File: src/design/tvs_pkg.sv
package tvs_pkg;

  // Fixed field widths of the ports
  localparam int POS_W      = 16;
  localparam int STRIDE_W   = 17;
  localparam int WADDR_W    = 16;
  localparam int WDATA_W    = 8;
  localparam int OUT_W      = 16;
  localparam int CFG_IDX_W  = 2;

  // Wide enough to compare any write address against any allowed depth
  localparam int WCMP_W     = 25;

  // Configuration register indexes
  localparam logic [CFG_IDX_W-1:0] CFG_ROW_STRIDE   = 2'd0;
  localparam logic [CFG_IDX_W-1:0] CFG_SLICE_STRIDE = 2'd1;

  // Request codes
  localparam logic REQ_WRITE  = 1'b0;
  localparam logic REQ_SAMPLE = 1'b1;

  localparam logic [STRIDE_W-1:0] ROW_STRIDE_RST   = 17'd256;
  localparam logic [STRIDE_W-1:0] SLICE_STRIDE_RST = 17'd65536;

  localparam logic [OUT_W-1:0] OUT_MAX = 16'hFFFF;

  // Corner read issued to the memory: bit 2 = x+1, bit 1 = y+1, bit 0 = z+1
  typedef struct packed {
    logic       vld;
    logic [2:0] corner;
  } rd_ctl_t;

endpackage

File: src/design/tvs_addr_gen.sv
module tvs_addr_gen #(
  parameter int VOL_DEPTH = 65536,
  parameter int FRAC_BITS = 8,
  parameter int ADDR_W    = 16
) (
  input  logic                          clk,
  input  logic [tvs_pkg::POS_W-1:0]    pos_x,
  input  logic [tvs_pkg::POS_W-1:0]    pos_y,
  input  logic [tvs_pkg::POS_W-1:0]    pos_z,
  input  logic [tvs_pkg::STRIDE_W-1:0] row_stride,
  input  logic [tvs_pkg::STRIDE_W-1:0] slice_stride,
  input  logic [2:0]                   corner,
  output logic [ADDR_W-1:0]            corner_addr,
  output logic                         beyond
);

  localparam int PROD_W = tvs_pkg::POS_W + tvs_pkg::STRIDE_W;
  localparam int SUM_W  = PROD_W + 3;

  logic [tvs_pkg::POS_W-1:0] ix;
  logic [tvs_pkg::POS_W-1:0] iy;
  logic [tvs_pkg::POS_W-1:0] iz;
  logic [tvs_pkg::POS_W-1:0] ix_q;
  logic [PROD_W-1:0]         prod_y;
  logic [PROD_W-1:0]         prod_z;
  logic [SUM_W-1:0]          base_next;
  logic [SUM_W-1:0]          far_next;
  logic [SUM_W-1:0]          base;

  assign ix = pos_x >> FRAC_BITS;
  assign iy = pos_y >> FRAC_BITS;
  assign iz = pos_z >> FRAC_BITS;

  // Stage 1: row and slice offsets of the low corner
  always_ff @(posedge clk) begin
    prod_y <= PROD_W'(iy) * PROD_W'(row_stride);
    prod_z <= PROD_W'(iz) * PROD_W'(slice_stride);
    ix_q   <= ix;
  end

  // The all-high corner has the largest address: it alone decides range
  assign base_next = SUM_W'(ix_q) + SUM_W'(prod_y) + SUM_W'(prod_z);
  assign far_next  = base_next + SUM_W'(1) + SUM_W'(row_stride) + SUM_W'(slice_stride);

  // Stage 2: base address and range flag
  always_ff @(posedge clk) begin
    base   <= base_next;
    beyond <= far_next >= SUM_W'(VOL_DEPTH);
  end

  // Corner addresses stay below the depth once the range check passed
  assign corner_addr = base[ADDR_W-1:0] + ADDR_W'(corner[2])
                     + (corner[1] ? ADDR_W'(row_stride)   : {ADDR_W{1'b0}})
                     + (corner[0] ? ADDR_W'(slice_stride) : {ADDR_W{1'b0}});

endmodule

File: config.mk
export PLATFORM = sky130hd
export DESIGN_NAME = tvs_addr_gen
export DESIGN_NICKNAME = d
export VERILOG_FILES = /design/src/design/tvs_pkg.sv /design/src/design/tvs_addr_gen.sv
export SDC_FILE = /design/constraint.sdc
export NUM_CORES = 1
export LEC_CHECK = 0
export BUFFER_PORTS_ARGS = -buffer_cell sky130_fd_sc_hd__buf_2
export CORE_AREA = 8 8 152 154
export CTS_CLUSTER_DIAMETER = 120
export DETAILED_ROUTE_END_ITERATION = 12
export DIE_AREA = 0 0 160 162
export PLACE_DENSITY = 0.84
export SLEW_MARGIN = 20
export SYNTH_ARGS = -nofsm -noshare
export SYNTH_HDL_FRONTEND = slang
export SYNTH_SLANG_ARGS = --single-unit
File: constraint.sdc
create_clock -name clk -period 15.3 [get_ports clk]
set_input_delay 1.53 -clock clk [delete_from_list [all_inputs] [get_ports clk]]
set_output_delay 1.53 -clock clk [all_outputs]
set_load 0.005 [all_outputs]
==> summary.md, run 1 <==
| Metric | Value |
|---|---|
| First-pass GRT wire length | 51700 µm |
| Unique masters post-synth | 55 |
| CTS resizes | 0 |
| Die Y-Extent | 162 µm |
| Worst slew pin tran | 0.588 ns |
| FF-to-FF setup slack | 9.42 ns |
| Final nets | 1976 |
| Final Skew | 0.00678 ns |
| Worst EP required | 13.77 ns |
| Mapped Avg Cell Area | 9.14 µm² |
| Worst r2r dst | beyond |
| Clk Latency, worst-skew pair | 0.34 ns |
| Final hold vios | 0 |
| Clock-pin slew on the worst setup and hold paths | 0.07 ns |
| Via count | 10300 |
| Fin crit period | 6.55 ns |
| Max-slew headroom | 0.607 |
| Yosys warns | 0 |
| Final setup TNS | 0 ns |
| Fraction of layout cells with a size suffix above 1 | 0.0696 |
| Hold EP | base[0] |
| HP Class | reg2reg |
| Io pins | 103 |
| Number of global-route vias before repair | 11100 |
| Initial antenna violation count | 0 |
| Reg2reg start | ix_q[1] |
| Outcome | completed |
| # hold bufs at CTS | 0 |
| WS Path Type | in2out |
| Post-CTS Setup Inserts | 0 |
| Hold depth | 1 |
| Largest net degree at the start of global routing | 18 |
| Mapped Area | 0.0132 mm² |
| H-Tree Level Count | 3 |
| Remaining global-route overflow | 0 |
| Pre-Repair DR Iteration Count | 8 |
| RSZ-0062 raised after global routing | false |
| Routed WL per cell | 16.7 µm |
| Syn_nets | 1919 |
| TritonCTS Buffers | 9 |
| # DRC | 0 |
| Via/cell ratio | 5.79 |
| Worst setup SP type | input pin |
| R2R cell count | 20 |
| Endpoint type of the worst setup path | primary output |
| GPL Wtd Cong | 0.910 |
| Starting Density | 0.639 |
| Hold_sp | ix_q[0] |
| Root Driver | clkbuf_16 |
| Number of synthesized flops with an enable pin | 0 |
| Area growth, synth to finish | 6.98% |
| Final worst path period share | 0.428 |
| Data arrival, critical path | 5.02 ns |
| Initial drt markers | 589 |
| Synth top area share | 0.336 |
| Post-synth ARST share | 0 |
| Total wire length | 29800 µm |
| Diode count | 0 |
| Die W | 160 µm |
| Leading area contributor after synthesis | fa_1 |
| Flops & latches, synth | 75 |
| Synth Instances | 1446 |
| Final antenna-violating net count | 0 |
| CTS Sinks | 75 |
| Clock buffer depth | 2 |
| Fmax | 0.153 GHz |
| Core region area | 0.0207 mm² |
| Max Fanout on Critical Path | 16 |
| Main synth FF type | dfxtp_1 |
| Area of the die | 0.0259 mm² |
| Max-slew violation count | 0 |
| IO buf count | 78 |
| Rows | 53 |
| DP HPWL | 24500 µm |
| CTS tree | yes |
| Seq/Total Area, Yosys | 0.114 |
| Max Cap Viol | 0 |
| GR Util All Layers | 0.241 |
| Top cells by area, synth | fa_1, ha_1, dfxtp_1 |
| Final setup viols | 0 |
## registers in the layout, summed over array words and instances (netlist names)
signal	flops
ix_q	8
prod_y	25
base	16
prod_z	25
beyond	1
## through the flow
stage	cells	hold WS (ns)	setup slack (ns)	cell area, µm²	utilization
3_5_place_dp	1767	0.562	8.68	13800	0.669
3_3_place_gp	1767	0.551	8.78	13800	0.669
4_1_cts	1783	0.587	8.81	14100	0.683
5_1_grt	1783	0.607	8.57	14100	0.683
2_1_floorplan	1446	0.497	8.87	13200	-
6_report	1783	0.598	8.75	14100	0.683
## Yosys cell counts (3+ instances only)
library cell and instances:
a211oi_1 18, a21o_1 20, o21a_1 16, and3_1 6
o2111ai_1 4, nand4_1 7, xnor2_1 52, nand2_1 177
or2_2 4, dfxtp_1 75, nand3_1 23, ha_1 165
clkbuf_1 31, a21boi_0 3, o21ai_0 44, a21oi_1 56
nor4_1 6, nor3_1 15, nand2b_1 8, xor2_1 18
or3_1 7, nor2b_1 12, o21bai_1 7, fa_1 222
o211ai_1 8, inv_1 208, and2_1 153, a31oi_1 6
nor2_1 40
## kinds of logic after synthesis
group           count (synthesis)  share of synthesized area
xor+xnor                       70                     0.0464
fa+ha+maj                     387                      0.492
buf+inv                       240                     0.0682
flops                          75                      0.114
compound gates                207                      0.101
simple gates                  467                      0.178
## critical path: stages
cell,delay (ns)
buf_2,0.19
and2_1,0.21
fa_1,0.52
ha_1,0.19
inv_1,0.07
fa_1,0.41
nor2b_1,0.12
o21ai_0,0.11
a21oi_1,0.21
o21ai_0,0.13
a21boi_0,0.35
o2111ai_1,0.20
a31oi_1,0.31
or4_1,0.17
nand4_1,0.13
buf_2,0.16
## placed cells by master, fill, tap and decap left out, types with 4 or more instances in the layout
master / Yosys / final
fa_1: 222 / 222
inv_1: 208 / 208
nand2_1: 177 / 177
ha_1: 165 / 165
and2_1: 153 / 153
buf_2: 0 / 78
dfxtp_1: 75 / 75
a21oi_1: 56 / 56
xnor2_1: 52 / 52
o21ai_0: 44 / 44
nor2_1: 40 / 40
nand3_1: 23 / 23
a21o_1: 20 / 20
a211oi_1: 18 / 18
xor2_1: 18 / 18
o21a_1: 16 / 16
nor3_1: 15 / 15
nor2b_1: 12 / 12
clkbuf_16: 0 / 9
o211ai_1: 8 / 8
nand2b_1: 8 / 8
o21bai_1: 7 / 7
nand4_1: 7 / 7
or3_1: 7 / 7
and3_1: 6 / 6
a31oi_1: 6 / 6
nor4_1: 6 / 6
or2_2: 4 / 4
o2111ai_1: 4 / 4
## worst max path at each step
stage / from / endpoint / slack, ns / depth (start not counted)
finish: corner[0] / corner_addr[14] / 8.75 / 16
floorplan: pos_z[13] / prod_z[23] / 8.87 / 17
detailed placement: pos_z[10] / prod_z[23] / 8.68 / 17
global route: corner[0] / corner_addr[14] / 8.57 / 16
global placement: pos_z[10] / prod_z[23] / 8.78 / 17
CTS: corner[0] / corner_addr[14] / 8.81 / 16
## layout make-up
type	instances	area [µm²]
clock buffer	9	225
clock inverter	7	82.6
fill	1644	6550
inverter	208	781
multi-input combinational	1131	10800
sequential	75	1500
tap	275	344
timing repair buffer	78	390
## routing by layer
metal / global-route usage / part of all wire / vias up
li1: - / - / 4789
met1: 0.284 / 0.40 / 5157
met2: 0.434 / 0.52 / 306
met3: 0.0359 / 0.050 / 76
met4: 0.0956 / 0.038 / 0
met5: 0 / 0 / -
Power of run 1 is not shown: default switching activity piles up to over one toggle a cycle in this logic, so the estimate is an artifact.
==> run 2, diff against run 1 <==
--- a/config.mk
+++ b/config.mk
@@ -6,11 +6,11 @@
 export NUM_CORES = 1
 export LEC_CHECK = 0
 export BUFFER_PORTS_ARGS = -buffer_cell sky130_fd_sc_hd__buf_2
-export CORE_AREA = 8 8 152 154
+export CORE_AREA = 8 8 154 156
 export CTS_CLUSTER_DIAMETER = 120
 export DETAILED_ROUTE_END_ITERATION = 12
-export DIE_AREA = 0 0 160 162
-export PLACE_DENSITY = 0.84
+export DIE_AREA = 0 0 162 164
+export PLACE_DENSITY = 0.82
 export SLEW_MARGIN = 20
 export SYNTH_ARGS = -nofsm -noshare
 export SYNTH_HDL_FRONTEND = slang
==> constraint.sdc (replaced) <==
create_clock -name clk -period 6.8 [get_ports clk]
set_input_delay 0.68 -clock clk [delete_from_list [all_inputs] [get_ports clk]]
set_output_delay 0.68 -clock clk [all_outputs]
set_load 0.005 [all_outputs]
==> run 2 against run 1 <==
Flip-flop and latch count is the same. Worst setup slack worse by 7.9 ns. Global-route usage fell by 0.44 points. Hold slack got worse by 0.15 ns. First-iteration DRC count fell by 6.6%. Critical path type is now reg2reg.
==> summary.md, run 2 (synthesis results as in run 1) <==
| Metric | Value |
|---|---|
| Reg2reg start | ix_q[1] |
| Worst r2r dst | beyond |
| Biggest registers after layout | prod_y x25, prod_z x25, base x16 |
| Most common cell after layout, fill and taps aside | fa_1 |
| Pre-CTS WS | 1.08 ns (-7.60 ns) |
| Total wire length | 30200 µm (+1.3%) |
| Via count | 10300 (+0.11%) |
| CTS tree | yes |
| WS Path Type | reg2reg |
| Number of global-route vias before repair | 11100 (-0.67%) |
| Initial drt markers | 550 (-6.6%) |
| PnR worst setup slack | 0.883 ns (-7.87 ns) |
| Initial antenna violation count | 0 (unchanged) |
| Commonest cells after routing, fill and taps aside | fa_1, inv_1, nand2_1 |
| Design area | 0.0141 mm² (about the same) |
| Outcome | completed |
| Starting Density | 0.619 (-0.0198) |
| Routed WL per cell | 16.9 µm (+1.0%) |
| R2R cell count | 22 (+10%) |
| Area of the die | 0.0266 mm² (+2.5%) |
| Core region area | 0.0214 mm² (+3.2%) |
| # DRC | 0 (unchanged) |
| Endpoint type of the worst setup path | register |
| CTS resizes | 0 (unchanged) |
| Reg area | 0.00150 mm² (unchanged) |
| Max-slew violation count | 0 (unchanged) |
| GR Util All Layers | 0.236 (-0.00437) |
| RSZ-0062 raised after global routing | false |
| Data arrival, critical path | 6.11 ns (+1.09 ns) |
| Final Non-Filler Cells | 1788 (+0.28%) |
| Area of the multi-input gates | 0.0108 mm² (unchanged) |
| Die Y-Extent | 164 µm (+1.2%) |
| Fraction of layout cells with a size suffix above 1 | 0.0690 (-0.000663) |
| CP Cell Sequence | fa_1 > ha_1 > fa_1 > a211oi_1 > o21ai_0 > a21o_1 > a21oi_1 > o21a_1 > o21ai_0 > a21oi_1 > xnor2_1 > fa_1 > ha_1 > nand4_1 > a211oi_1 > o211ai_1 > o211ai_1 > o211a_1 > o21a_1 > o2111ai_1 > a21oi_1 > nand4_1 |
| GPL Wtd Cong | 0.893 (-1.8%) |
| Final Skew | 0.00301 ns (-0.00377 ns) |
| Largest net degree at the start of global routing | 18 (unchanged) |
| Area growth, synth to finish | 6.92% (about the same) |
| Inst Count DP | 1772 (+0.28%) |
| Max Fanout on Critical Path | 4 (-12) |
| First-pass GRT wire length | 51500 µm (-0.40%) |
| Fill count | 1730 (+5.2%) |
| Final antenna-violating net count | 0 (unchanged) |
| Family with the most delay on the worst path | compound AO/OA/AOI/OAI gates |
| Die W | 162 µm (+1.3%) |
| HP Class | in2reg |
| Final setup viols | 0 (unchanged) |
| Final worst path period share | 0.870 |
| Post-CTS Setup Inserts | 0 (unchanged) |
| FF-to-FF setup slack | 0.88 ns (-8.54 ns) |
| Rows | 54 (+1.9%) |
| Pre-Repair DR Iteration Count | 5 (-3) |
| Worst Path Buf+Inv | 0 (-3) |
| # hold bufs at CTS | 0 (unchanged) |
| Remaining global-route overflow | 0 (unchanged) |
| Critical Path Max Stage Delay | 0.49 ns (-0.03 ns) |
| Max-slew headroom | 0.571 (-0.0358) |
| Slowest-stage cell, CP | fa_1 |
| H-Tree Level Count | 3 (unchanged) |
| Worst setup SP type | register |
| Via/cell ratio | 5.78 (-0.17%) |
| Clk Latency, worst-skew pair | 0.33 ns (about the same) |
| Fin crit period | 5.92 ns |
| Clock-pin slew on the worst setup and hold paths | 0.06 ns (about the same) |
| Fmax | 0.169 GHz |
| Final setup TNS | 0 ns (unchanged) |
| Max Cap Viol | 0 (unchanged) |
| Worst EP required | 7.00 ns (-6.77 ns) |
| Root Driver | clkbuf_16 |
| Final hold vios | 0 (unchanged) |
| Io pins | 103 (unchanged) |
| Worst slew pin tran | 0.642 ns (+0.0535 ns) |
| Stages on the worst setup path | 22 (+6) |
| DP HPWL | 24900 µm (+1.4%) |
| DP Area | 0.0138 mm² (about the same) |
| Diode count | 0 (unchanged) |
| CTS Sinks | 75 (unchanged) |
| Worst setup path endpoint | beyond |
| Critical Path Source | ix_q[1] |
| IO buf count | 78 (unchanged) |
| Final nets | 1976 (unchanged) |
| TritonCTS Buffers | 9 (unchanged) |
| Clock buffer depth | 2 (unchanged) |
run 2: worst min path at each step:
| stage | from | to | slack (ns) | depth (start not counted) |
|---|---|---|---|---|
| 2_1_floorplan | prod_z[0] | base[0] | 0.50 | 1 |
| 3_3_place_gp | prod_z[0] | base[0] | 0.53 | 1 |
| 3_5_place_dp | prod_z[0] | base[0] | 0.54 | 1 |
| 4_1_cts | pos_x[11] | ix_q[3] | 0.44 | 1 |
| 5_1_grt | pos_x[8] | ix_q[0] | 0.44 | 1 |
| 6_report | pos_x[14] | ix_q[6] | 0.45 | 1 |
run 2: final cells by class:
| type | count | share of cell area |
|---|---|---|
| Inverter | 208 | 0.0552 |
| Sequential cell | 75 | 0.106 |
| Clock inverter | 6 | 0.00460 |
| Timing Repair Buffer | 78 | 0.0276 |
| Clock buffer | 10 | 0.0162 |
| Tap cell | 280 | 0.0248 |
| Multi-Input combinational cell | 1131 | 0.765 |
run 2: per-stage QoR:
step,hold WS [ns],util
finish,0.447,0.662
global route,0.435,0.662
CTS,0.442,0.662
detailed placement,0.542,0.648
global placement,0.530,0.648
floorplan,0.497,-
run 2: layer usage:
metal  GRT usage  part of all wire  up-vias  routed length, µm
met4      0.0905             0.037        0               1110
met2       0.431              0.52      333              15700
met3      0.0333             0.054       79               1640
li1            -                 -     4785                  -
met5           0                 0        -                  0
met1       0.277              0.39     5142              11700
Power of run 2 is left out for the same reason.
