<file path="src/design/tvs_pkg.sv">
package tvs_pkg;

  // Fixed field widths of the ports
  localparam int POS_W      = 16;
  localparam int STRIDE_W   = 17;
  localparam int WADDR_W    = 16;
  localparam int WDATA_W    = 8;
  localparam int OUT_W      = 16;
  localparam int CFG_IDX_W  = 2;

  // Wide enough to compare any write address against any allowed depth
  localparam int WCMP_W     = 25;

  // Configuration register indexes
  localparam logic [CFG_IDX_W-1:0] CFG_ROW_STRIDE   = 2'd0;
  localparam logic [CFG_IDX_W-1:0] CFG_SLICE_STRIDE = 2'd1;

  // Request codes
  localparam logic REQ_WRITE  = 1'b0;
  localparam logic REQ_SAMPLE = 1'b1;

  localparam logic [STRIDE_W-1:0] ROW_STRIDE_RST   = 17'd256;
  localparam logic [STRIDE_W-1:0] SLICE_STRIDE_RST = 17'd65536;

  localparam logic [OUT_W-1:0] OUT_MAX = 16'hFFFF;

  // Corner read issued to the memory: bit 2 = x+1, bit 1 = y+1, bit 0 = z+1
  typedef struct packed {
    logic       vld;
    logic [2:0] corner;
  } rd_ctl_t;

endpackage

</file>
<file path="src/design/tvs_interp.sv">
module tvs_interp #(
  parameter int FRAC_BITS    = 8,
  parameter int SAMPLE_WIDTH = 8
) (
  input  logic                       clk,
  input  logic                       rst,
  input  tvs_pkg::rd_ctl_t           rd,
  input  logic [SAMPLE_WIDTH-1:0]    rdata,
  input  logic [FRAC_BITS-1:0]       frac_x,
  input  logic [FRAC_BITS-1:0]       frac_y,
  input  logic [FRAC_BITS-1:0]       frac_z,
  output logic                       done,
  output logic [tvs_pkg::OUT_W-1:0]  value
);

  localparam int WGT_W = FRAC_BITS + 1;
  localparam int ZW    = SAMPLE_WIDTH + FRAC_BITS;
  localparam int YW    = SAMPLE_WIDTH + 2 * FRAC_BITS;
  localparam int XW    = SAMPLE_WIDTH + 3 * FRAC_BITS;
  localparam int CMP_W = (XW > tvs_pkg::OUT_W) ? XW : tvs_pkg::OUT_W;
  localparam logic [WGT_W-1:0] ONE_W = {1'b1, {FRAC_BITS{1'b0}}};

  logic [WGT_W-1:0] wz;
  logic [WGT_W-1:0] wy;
  logic [WGT_W-1:0] wx;

  // Pipeline valid and corner tags
  logic       v1, v2, v3, v4, v5, v6;
  logic [2:0] k1, k2;
  logic [1:0] k3, k4;
  logic       k5, k6;

  logic [ZW-1:0] zprod, zlo, zsum;
  logic [YW-1:0] yprod, ylo, ysum;
  logic [XW-1:0] xprod, xlo, xsum;
  logic [XW-1:0] shifted;

  assign wz = k1[0] ? {1'b0, frac_z} : ONE_W - {1'b0, frac_z};
  assign wy = k3[0] ? {1'b0, frac_y} : ONE_W - {1'b0, frac_y};
  assign wx = k5    ? {1'b0, frac_x} : ONE_W - {1'b0, frac_x};

  always_ff @(posedge clk) begin
    if (rst) begin
      v1   <= 1'b0;
      v2   <= 1'b0;
      v3   <= 1'b0;
      v4   <= 1'b0;
      v5   <= 1'b0;
      v6   <= 1'b0;
      done <= 1'b0;
    end else begin
      v1   <= rd.vld;
      v2   <= v1;
      v3   <= v2 & k2[0];
      v4   <= v3;
      v5   <= v4 & k4[0];
      v6   <= v5;
      done <= v6 & k6;
    end
  end

  always_ff @(posedge clk) begin
    // align the tag with the registered memory output
    k1 <= rd.corner;
    // z weight
    zprod <= ZW'(rdata) * ZW'(wz);
    k2    <= k1;
    // pair along z
    if (v2) begin
      if (!k2[0]) begin
        zlo <= zprod;
      end else begin
        zsum <= zlo + zprod;
      end
    end
    k3 <= k2[2:1];
    // y weight
    yprod <= YW'(zsum) * YW'(wy);
    k4    <= k3;
    if (v4) begin
      if (!k4[0]) begin
        ylo <= yprod;
      end else begin
        ysum <= ylo + yprod;
      end
    end
    k5 <= k4[1];
    // x weight
    xprod <= XW'(ysum) * XW'(wx);
    k6    <= k5;
    if (v6) begin
      if (!k6) begin
        xlo <= xprod;
      end else begin
        xsum <= xlo + xprod;
      end
    end
  end

  // Drop 2*FRAC_BITS of the weight fraction bits (FRAC_BITS remain), clip to the result field
  assign shifted = xsum >> (2 * FRAC_BITS);
  assign value = (CMP_W'(shifted) > CMP_W'(tvs_pkg::OUT_MAX)) ?
                 tvs_pkg::OUT_MAX : tvs_pkg::OUT_W'(shifted);

endmodule

</file>
<file path="config.mk">
export PLATFORM = sky130hd
export DESIGN_NAME = tvs_interp
export DESIGN_NICKNAME = d
export VERILOG_FILES = /design/src/design/tvs_pkg.sv /design/src/design/tvs_interp.sv
export SDC_FILE = /design/constraint.sdc
export NUM_CORES = 1
export LEC_CHECK = 0
export BUFFER_PORTS_ARGS = -buffer_cell sky130_fd_sc_hd__buf_2
export CELL_PAD_IN_SITES_DETAIL_PLACEMENT = 0
export CELL_PAD_IN_SITES_GLOBAL_PLACEMENT = 1
export CORE_UTILIZATION = 29
export CTS_CLUSTER_SIZE = 12
export DETAILED_ROUTE_END_ITERATION = 16
export PLACE_DENSITY = 0.54
export SYNTH_ARGS = -nofsm -noshare
export SYNTH_HDL_FRONTEND = slang
export SYNTH_SLANG_ARGS = --single-unit
</file>
<file path="constraint.sdc">
create_clock -name clk -period 7.5 [get_ports clk]
set_input_delay 0.375 -clock clk [delete_from_list [all_inputs] [get_ports clk]]
set_output_delay 0.375 -clock clk [all_outputs]
set_load 0.1 [all_outputs]
</file>
==> results of run 1 <==
==> registers in the layout (all words and copies together) (netlist names), 2 cells and up <==
| signal | count |
|---|---|
| yprod | 24 |
| k2 | 3 |
| zprod | 16 |
| xlo | 32 |
| xprod | 32 |
| zlo | 16 |
| ylo | 24 |
| zsum | 16 |
| k3 | 2 |
| ysum | 24 |
| k4 | 2 |
| xsum | 16 |
| k1 | 3 |
==> synth_stat cells, drive strengths merged (4+ instances only) <==
master  count  area [um^2]
nand2     235          882
inv       393         1480
nand2b     22          138
dfxtp      91         1820
nand3      23          115
nand4      12         75.1
xor2       44          385
buf        10         42.5
o21ai      50          258
and2      200         1250
o22ai       4         31.3
nor4        5         67.6
nor2       74          278
o21bai      9         67.6
and3        5         36.3
fa        295         5910
nor2b      72          450
or3         8         50.1
ha        200         2500
a21oi     101          513
a21boi      6         45.0
a21o       49          374
a211oi     11         82.6
o21a       15          113
o211ai     11         82.6
nor3       20          100
o31ai       6         45.0
xnor2      85          744
edfxtp    128         3840
a31oi       9         62.6
clkbuf     44          165
==> final cells by class <==
class                   instances  area, um^2  share of cell area [%]
clock buffers                  41         810                    3.24
repair buffers                 75         438                    1.75
multi-input cells            1620       15100                    60.6
well taps                    1030        1290                    5.16
flip-flops and latches        219        5670                    22.7
clock inverters                11         161                   0.646
inverters                     393        1480                    5.91
==> layout by cell type, fill, tap and decap left out, drive strengths merged, types with 72 or more instances in the layout <==
cell	instances
and2	200
ha	200
dfxtp	91
a21oi	101
nand2	235
inv	393
xnor2	85
nor2b	72
fa	295
nor2	74
edfxtp	128
==> final timing paths <==
kind	from	end	slack (ns)	depth (start not counted)
max	frac_x[0]	xprod[26]$_DFF_P_	1.65	22
min	rst	v4$_SDFF_PP0_	0.07	2
max reg2reg	k5$_DFF_P_	xprod[26]$_DFF_P_	1.70	19
min reg2reg	k1[2]$_DFF_P_	k2[2]$_DFF_P_	0.32	0
==> critical path, cell delays in order <==
cell and delay (ns):
buf_2 0.39, inv_1 0.09, ha_1 0.24, a21oi_1 0.15, xor2_1 0.57, buf_4 0.34
and2_1 0.18, fa_1 0.46, fa_1 0.51, fa_1 0.49, inv_1 0.05, fa_1 0.47
inv_1 0.04, ha_1 0.36, a2111oi_2 0.55, o2bb2ai_1 0.20, or4_1 0.14, a21o_1 0.14
nand2_1 0.10, a21o_1 0.19, a21oi_1 0.17, xnor2_1 0.13
==> power groups by stage <==
stage	Sequential, mW	Combinational (mW)	Clock [mW]
after floorplan	1.79	4.67	0
after global placement	1.84	5.80	0
after detailed placement	1.85	5.81	0
after CTS	1.83	5.85	1.44
after global routing	1.85	6.68	1.48
final	1.82	5.77	1.37
==> kinds of logic after synthesis <==
group           after synthesis
simple gates                694
fa+ha+maj                   495
buf+inv                     447
compound gates              299
flops                       219
xor+xnor                    129
mux                           3
==> per-layer routing <==
| layer | part of all wire, % | routed length (um) |
|---|---|---|
| met1 | 46 | 21400 |
| met2 | 49 | 22800 |
| met3 | 2.1 | 971 |
| met4 | 1.9 | 889 |
| met5 | 0 | 0 |
==> flow_metrics.env, run 1 <==
export IMPL_grt_pass1_wl_um=81200
export IMPL_ys_flop_type="edfxtp_1"
export IMPL_vias_per_cell=4.42
export IMPL_synth_compound_area_share_pct=8.69
export IMPL_max_cap_violations=0
export IMPL_grt_util_met1_pct=15.5
export IMPL_async_flop_share_pct=0
export IMPL_pwr_share_clk_pct=15.3
export IMPL_io_pins=55
export IMPL_clk_path_buf_depth=3
export IMPL_routabilityCongestion=0.837
export IMPL_grtUsageMet3_pct=1.38
export IMPL_cts_tree="built"
export IMPL_routed_wl_um=46100
export IMPL_slew_viol_final=0
export IMPL_stdcell_count=3389
export IMPL_wl_per_cell_um=13.6
export IMPL_ctsRootBufferMaster="clkbuf_16"
export IMPL_dp_cells=3333
export IMPL_hp_class="primary input to flip-flop"
export IMPL_placed_cell_area_um2=24000
export IMPL_worstMarginPinSlew_ns=1.06
export IMPL_leakage_nw=11.5
export IMPL_power_density_nw_per_um2=359
export IMPL_holdWs_ns=0.0725
export IMPL_synth_edf_count=128
export IMPL_synth_cell_types=72
export IMPL_synth_fa_ha_area_share_pct=37.4
export IMPL_cts_resized=0
export IMPL_tns_ns=0
export IMPL_overflow=0
export IMPL_post_place_ws_ns=1.10
export IMPL_p_seq_share_pct=20.3
export IMPL_use_met2_pct=22.6
export IMPL_period_minus_slack_ns=5.85
export IMPL_grt_max_degree=33
export IMPL_synth_mux_area_share_pct=0.145
export IMPL_detailed_place_hpwl_um=38300
export IMPL_crit_arrival_ns=6.34
export IMPL_syn_avg_cell_area_um2=9.83
export IMPL_fin_ws_ns=1.65
export IMPL_critical_path_class="primary input to flip-flop"
export IMPL_core_area_um2=76300
export IMPL_antenna_found_initial=0
export IMPL_finalPower_mw=8.96
export IMPL_syn2layout_area_growth_pct=11.2
export IMPL_netlist_instances=2286
export IMPL_status="complete, no violations"
export IMPL_maxSlewHeadroom_pct=29.4
export IMPL_ys_warn_count=0
export IMPL_hold_viol_final=0
export IMPL_nNetsFinal=2870
export IMPL_ir_drop_v=0.000182
export IMPL_grt_pass1_vias=16501
export IMPL_synth_xor_area_share_pct=5.03
export IMPL_synthSimpleGateAreaFrac_pct=16.0
export IMPL_ant_nets=0
export IMPL_cts_num_sinks=219
export IMPL_critPathMaxFanout=27
export IMPL_dieArea_um2=78600
export IMPL_drcViolationCount=0
export IMPL_required_ns=7.99
export IMPL_postCtsHoldBufs=4
export IMPL_drt_iter0_drc=422
export IMPL_cts_made_buffers=28
export IMPL_setup_viol=0
export IMPL_drt_pass1_iter_count=5
export IMPL_port_buffers=54
export IMPL_ys_seq_area_share_pct=25.2
export IMPL_cp_end_kind="flip-flop"
export IMPL_rsz0062_at_grt="no"
export IMPL_vias=14984
export IMPL_power_frac_comb_pct=64.4
export IMPL_period_share_pct=78.0
export IMPL_drive_gt1_share_pct=6.19
export IMPL_clk_latency_ns=0.57
export IMPL_fin_util_pct=32.7
export IMPL_synth_seq_cells=219
export IMPL_fmax_mhz=171
export IMPL_die_w_um=280
export IMPL_top_usage_layer="met2"
export IMPL_die_y_um=280
export IMPL_ctsHtreeMaxLevel=1
export IMPL_synth_top_family_by_area="adder cells"
export IMPL_grt_use_total_pct=12.4
export IMPL_internal_power_mw=5.07
export IMPL_final_area_um2=25000
export IMPL_syn_nets=2819
export IMPL_fin_worst_skew_ns=0.0166
export IMPL_nFillCells=7993
export IMPL_rows=101
export IMPL_switching_share_pct=43.5
export IMPL_post_cts_buffers=0
export IMPL_start_util_pct=29.4
export IMPL_start_kind="primary input"
export IMPL_diodes=0
export IMPL_clk_pin_slew_ns=0.06
export IMPL_syn_cell_area_um2=22500
export IMPL_switchingPower_mw=3.90
Note: power is estimated with default switching activity, not from simulation.
==> run 2, diff against run 1 <==
ABC_AREA = 1   (was unset)
PLACE_DENSITY = 0.57   (was 0.54)
clock period = 5.9 ns   (was 7.5 ns; I/O delays follow)
==> run 2 against run 1 <==
  * Clock-buffer cell count down 2
  * Critical path depth is 2 lower
  * Cell area up 10%
  * Synthesized cell count rose by 42%
  * Register-to-register slack worse by 1.2 ns
  * Sequential cell count is the same
  * Core utilization decreased by 0.069 points
  * Worst setup slack worse by 1.1 ns
  * Hold slack worse by 0.018 ns
  * Largest cell class unchanged
==> flow_metrics.env, run 2 <==
export IMPL_grt_pass1_vias=20392
export IMPL_syn2layout_area_growth_pct=10.8
export IMPL_clk_pin_slew_ns=0.06
export IMPL_power_frac_comb_pct=66.7
export IMPL_final_common_cell="nand2_1"
export IMPL_cts_tree="built"
export IMPL_stdcell_count=4477
export IMPL_fmax_mhz=186
export IMPL_p_seq_share_pct=19.1
export IMPL_rows=106
export IMPL_power_density_nw_per_um2=440
export IMPL_cp_cell_sequence="inv_1 > nand3_1 > nand2_1 > inv_1 > buf_4 > nor2_1 > fa_1 > fa_1 > fa_1 > inv_1 > fa_1 > inv_1 > ha_1 > nand2_1 > nor2_1 > inv_1 > nor3_1 > nand3_1 > nand4_1 > nand2_1"
export IMPL_routabilityCongestion=0.836
export IMPL_synth_cell_types=45
export IMPL_yosys_top_cells_count="nand2_1 (868), inv_1 (753), nor2_1 (373)"
export IMPL_crit_arrival_ns=5.85
export IMPL_diodes=0
export IMPL_cp_num_buf_inv=6
export IMPL_max_stage_delay_ns=0.52
export IMPL_overflow=0
export IMPL_period_minus_slack_ns=5.38
export IMPL_slowest_stage="fa_1"
export IMPL_antenna_found_initial=1
export IMPL_ant_nets=0
export IMPL_synth_edf_count=128
export IMPL_die_y_um=295
export IMPL_grt_max_degree=33
export IMPL_max_cap_violations=0
export IMPL_pwr_share_clk_pct=14.2
export IMPL_nNetsFinal=3853
export IMPL_tns_ns=0
export IMPL_detailed_place_hpwl_um=58800
export IMPL_status="complete, no violations"
export IMPL_wl_per_cell_um=15.4
export IMPL_critPathMaxFanout=13
export IMPL_worstMarginPinSlew_ns=1.09
export IMPL_vias=19653
export IMPL_maxSlewHeadroom_pct=27.2
export IMPL_routed_wl_um=68800
export IMPL_core_area_um2=84200
export IMPL_dieArea_um2=86800
export IMPL_cp_end_kind="flip-flop"
export IMPL_rsz0062_at_grt="no"
export IMPL_grt_pass1_wl_um=113000
export IMPL_required_ns=6.37
export IMPL_switchingPower_mw=6.19
export IMPL_setup_viol=0
export IMPL_slew_viol_final=0
export IMPL_clk_latency_ns=0.58
export IMPL_hp_class="primary input to flip-flop"
export IMPL_cp_common_cell="inv_1"
export IMPL_start_util_pct=29.5
export IMPL_netlist_instances=3238
export IMPL_drt_iter0_drc=888
export IMPL_clk_path_buf_depth=3
export IMPL_cts_made_buffers=29
export IMPL_io_pins=55
export IMPL_dp_cells=4419
export IMPL_drive_gt1_share_pct=5.47
export IMPL_port_buffers=54
export IMPL_ys_seq_area_share_pct=22.8
export IMPL_post_cts_buffers=0
export IMPL_grt_use_total_pct=16.5
export IMPL_ys_flop_type="edfxtp_1"
export IMPL_mostFrequentLayoutCells="nand2_1 (868), inv_1 (753), nor2_1 (371)"
export IMPL_switching_share_pct=51.1
export IMPL_ctsHtreeMaxLevel=1
export IMPL_critical_path_class="flip-flop to flip-flop"
export IMPL_ir_drop_v=0.000188
export IMPL_leakage_nw=14.7
export IMPL_die_w_um=295
export IMPL_top_regs="xlo x32, xprod x32"
export IMPL_syn_nets=3771
export IMPL_synth_top_area_share_pct=23.8
export IMPL_vias_per_cell=4.39
export IMPL_hold_viol_final=0
export IMPL_async_flop_share_pct=0
export IMPL_drcViolationCount=0
export IMPL_synthTopCellsByArea="fa_1 (24%), edfxtp_1 (15%), nand2_1 (13%)"
export IMPL_yosysMostFrequentCell="nand2_1"
export IMPL_ys_warn_count=0
export IMPL_period_share_pct=91.2
export IMPL_internal_power_mw=5.92
export IMPL_syn_cell_area_um2=24800
export IMPL_start_kind="flip-flop"
export IMPL_synth_seq_cells=219
export IMPL_synth_largest_area_cell="fa_1"
export IMPL_worst_path_dominant_cell_family="adder cells"
export IMPL_fin_worst_skew_ns=0.0166
export IMPL_cts_num_sinks=219
export IMPL_syn_avg_cell_area_um2=7.67
export IMPL_drt_pass1_iter_count=5
export IMPL_ctsRootBufferMaster="clkbuf_16"
[run 2: metrics by stage]
| step | cell area, um^2 | hold slack [ns] | power, mW | setup WS, ns | utilization, % |
|---|---|---|---|---|---|
| 2_1_floorplan | 24800 | 0.310 | 8.16 | 1.23 | - |
| 3_3_place_gp | 26500 | 0.312 | 10.6 | 0.334 | 31.5 |
| 3_5_place_dp | 26500 | 0.315 | 10.6 | 0.389 | 31.5 |
| 4_1_cts | 27500 | 0.0320 | 12.4 | 0.490 | 32.7 |
| 5_1_grt | 27500 | 0.0528 | 13.6 | 0.141 | 32.7 |
| 6_report | 27500 | 0.0545 | 12.1 | 0.517 | 32.7 |
[run 2: worst paths after layout]
check                     start           endpoint  slack (ns)  depth (start not counted)
setup / recovery     k5$_DFF_P_  xprod[24]$_DFF_P_        0.52                         20
hold reg to reg   k3[1]$_DFF_P_      k4[1]$_DFF_P_        0.33                          0
setup reg to reg     k5$_DFF_P_  xprod[24]$_DFF_P_        0.52                         20
hold / removal              rst      v1$_SDFF_PP0_        0.05                          2
[run 2: area by class of cell]
class,instances,area [um^2]
Clock inverter,15,97.6
Timing Repair Buffer,84,505
Multi-Input combinational cell,2218,16100
Sequential cell,219,5670
Fill cell,9218,56700
Clock buffer,39,837
Tap cell,1134,1420
Inverter,768,2890
[run 2: logic make-up (layout without fill, tap and decap cells)]
| logic type | after synthesis | in the layout | share of synthesized area, % |
|---|---|---|---|
| flops | 219 | 219 | 22.8 |
| compound gates | 191 | 191 | 4.18 |
| xor+xnor | 84 | 84 | 3.02 |
| simple gates | 1448 | 1448 | 23.7 |
| fa+ha+maj | 495 | 495 | 33.9 |
| buf+inv | 801 | 906 | 12.4 |
[run 2: power groups by stage]
stage	clock, mW	combinational, mW	sequential [mW]
6_report	1.72	8.08	2.31
5_1_grt	1.86	9.38	2.34
4_1_cts	1.80	8.26	2.32
3_5_place_dp	0	8.20	2.35
3_3_place_gp	0	8.27	2.35
2_1_floorplan	0	5.93	2.24
[run 2: repair_timing]
action | CTS | global route
hold buffers | 4 | 0
hold endpoints to repair | 4 | 0
resized for setup | 0 | 0
[run 2: metal layers]
metal,wire length [um],vias to the layer above,share of wire [%],global-route usage [%]
met2,32000,262,47,28.0
met5,0,-,0,0
met1,33100,9418,48,22.7
met4,1410,0,2.0,3.52
met3,2250,72,3.3,1.59
li1,-,9901,-,-
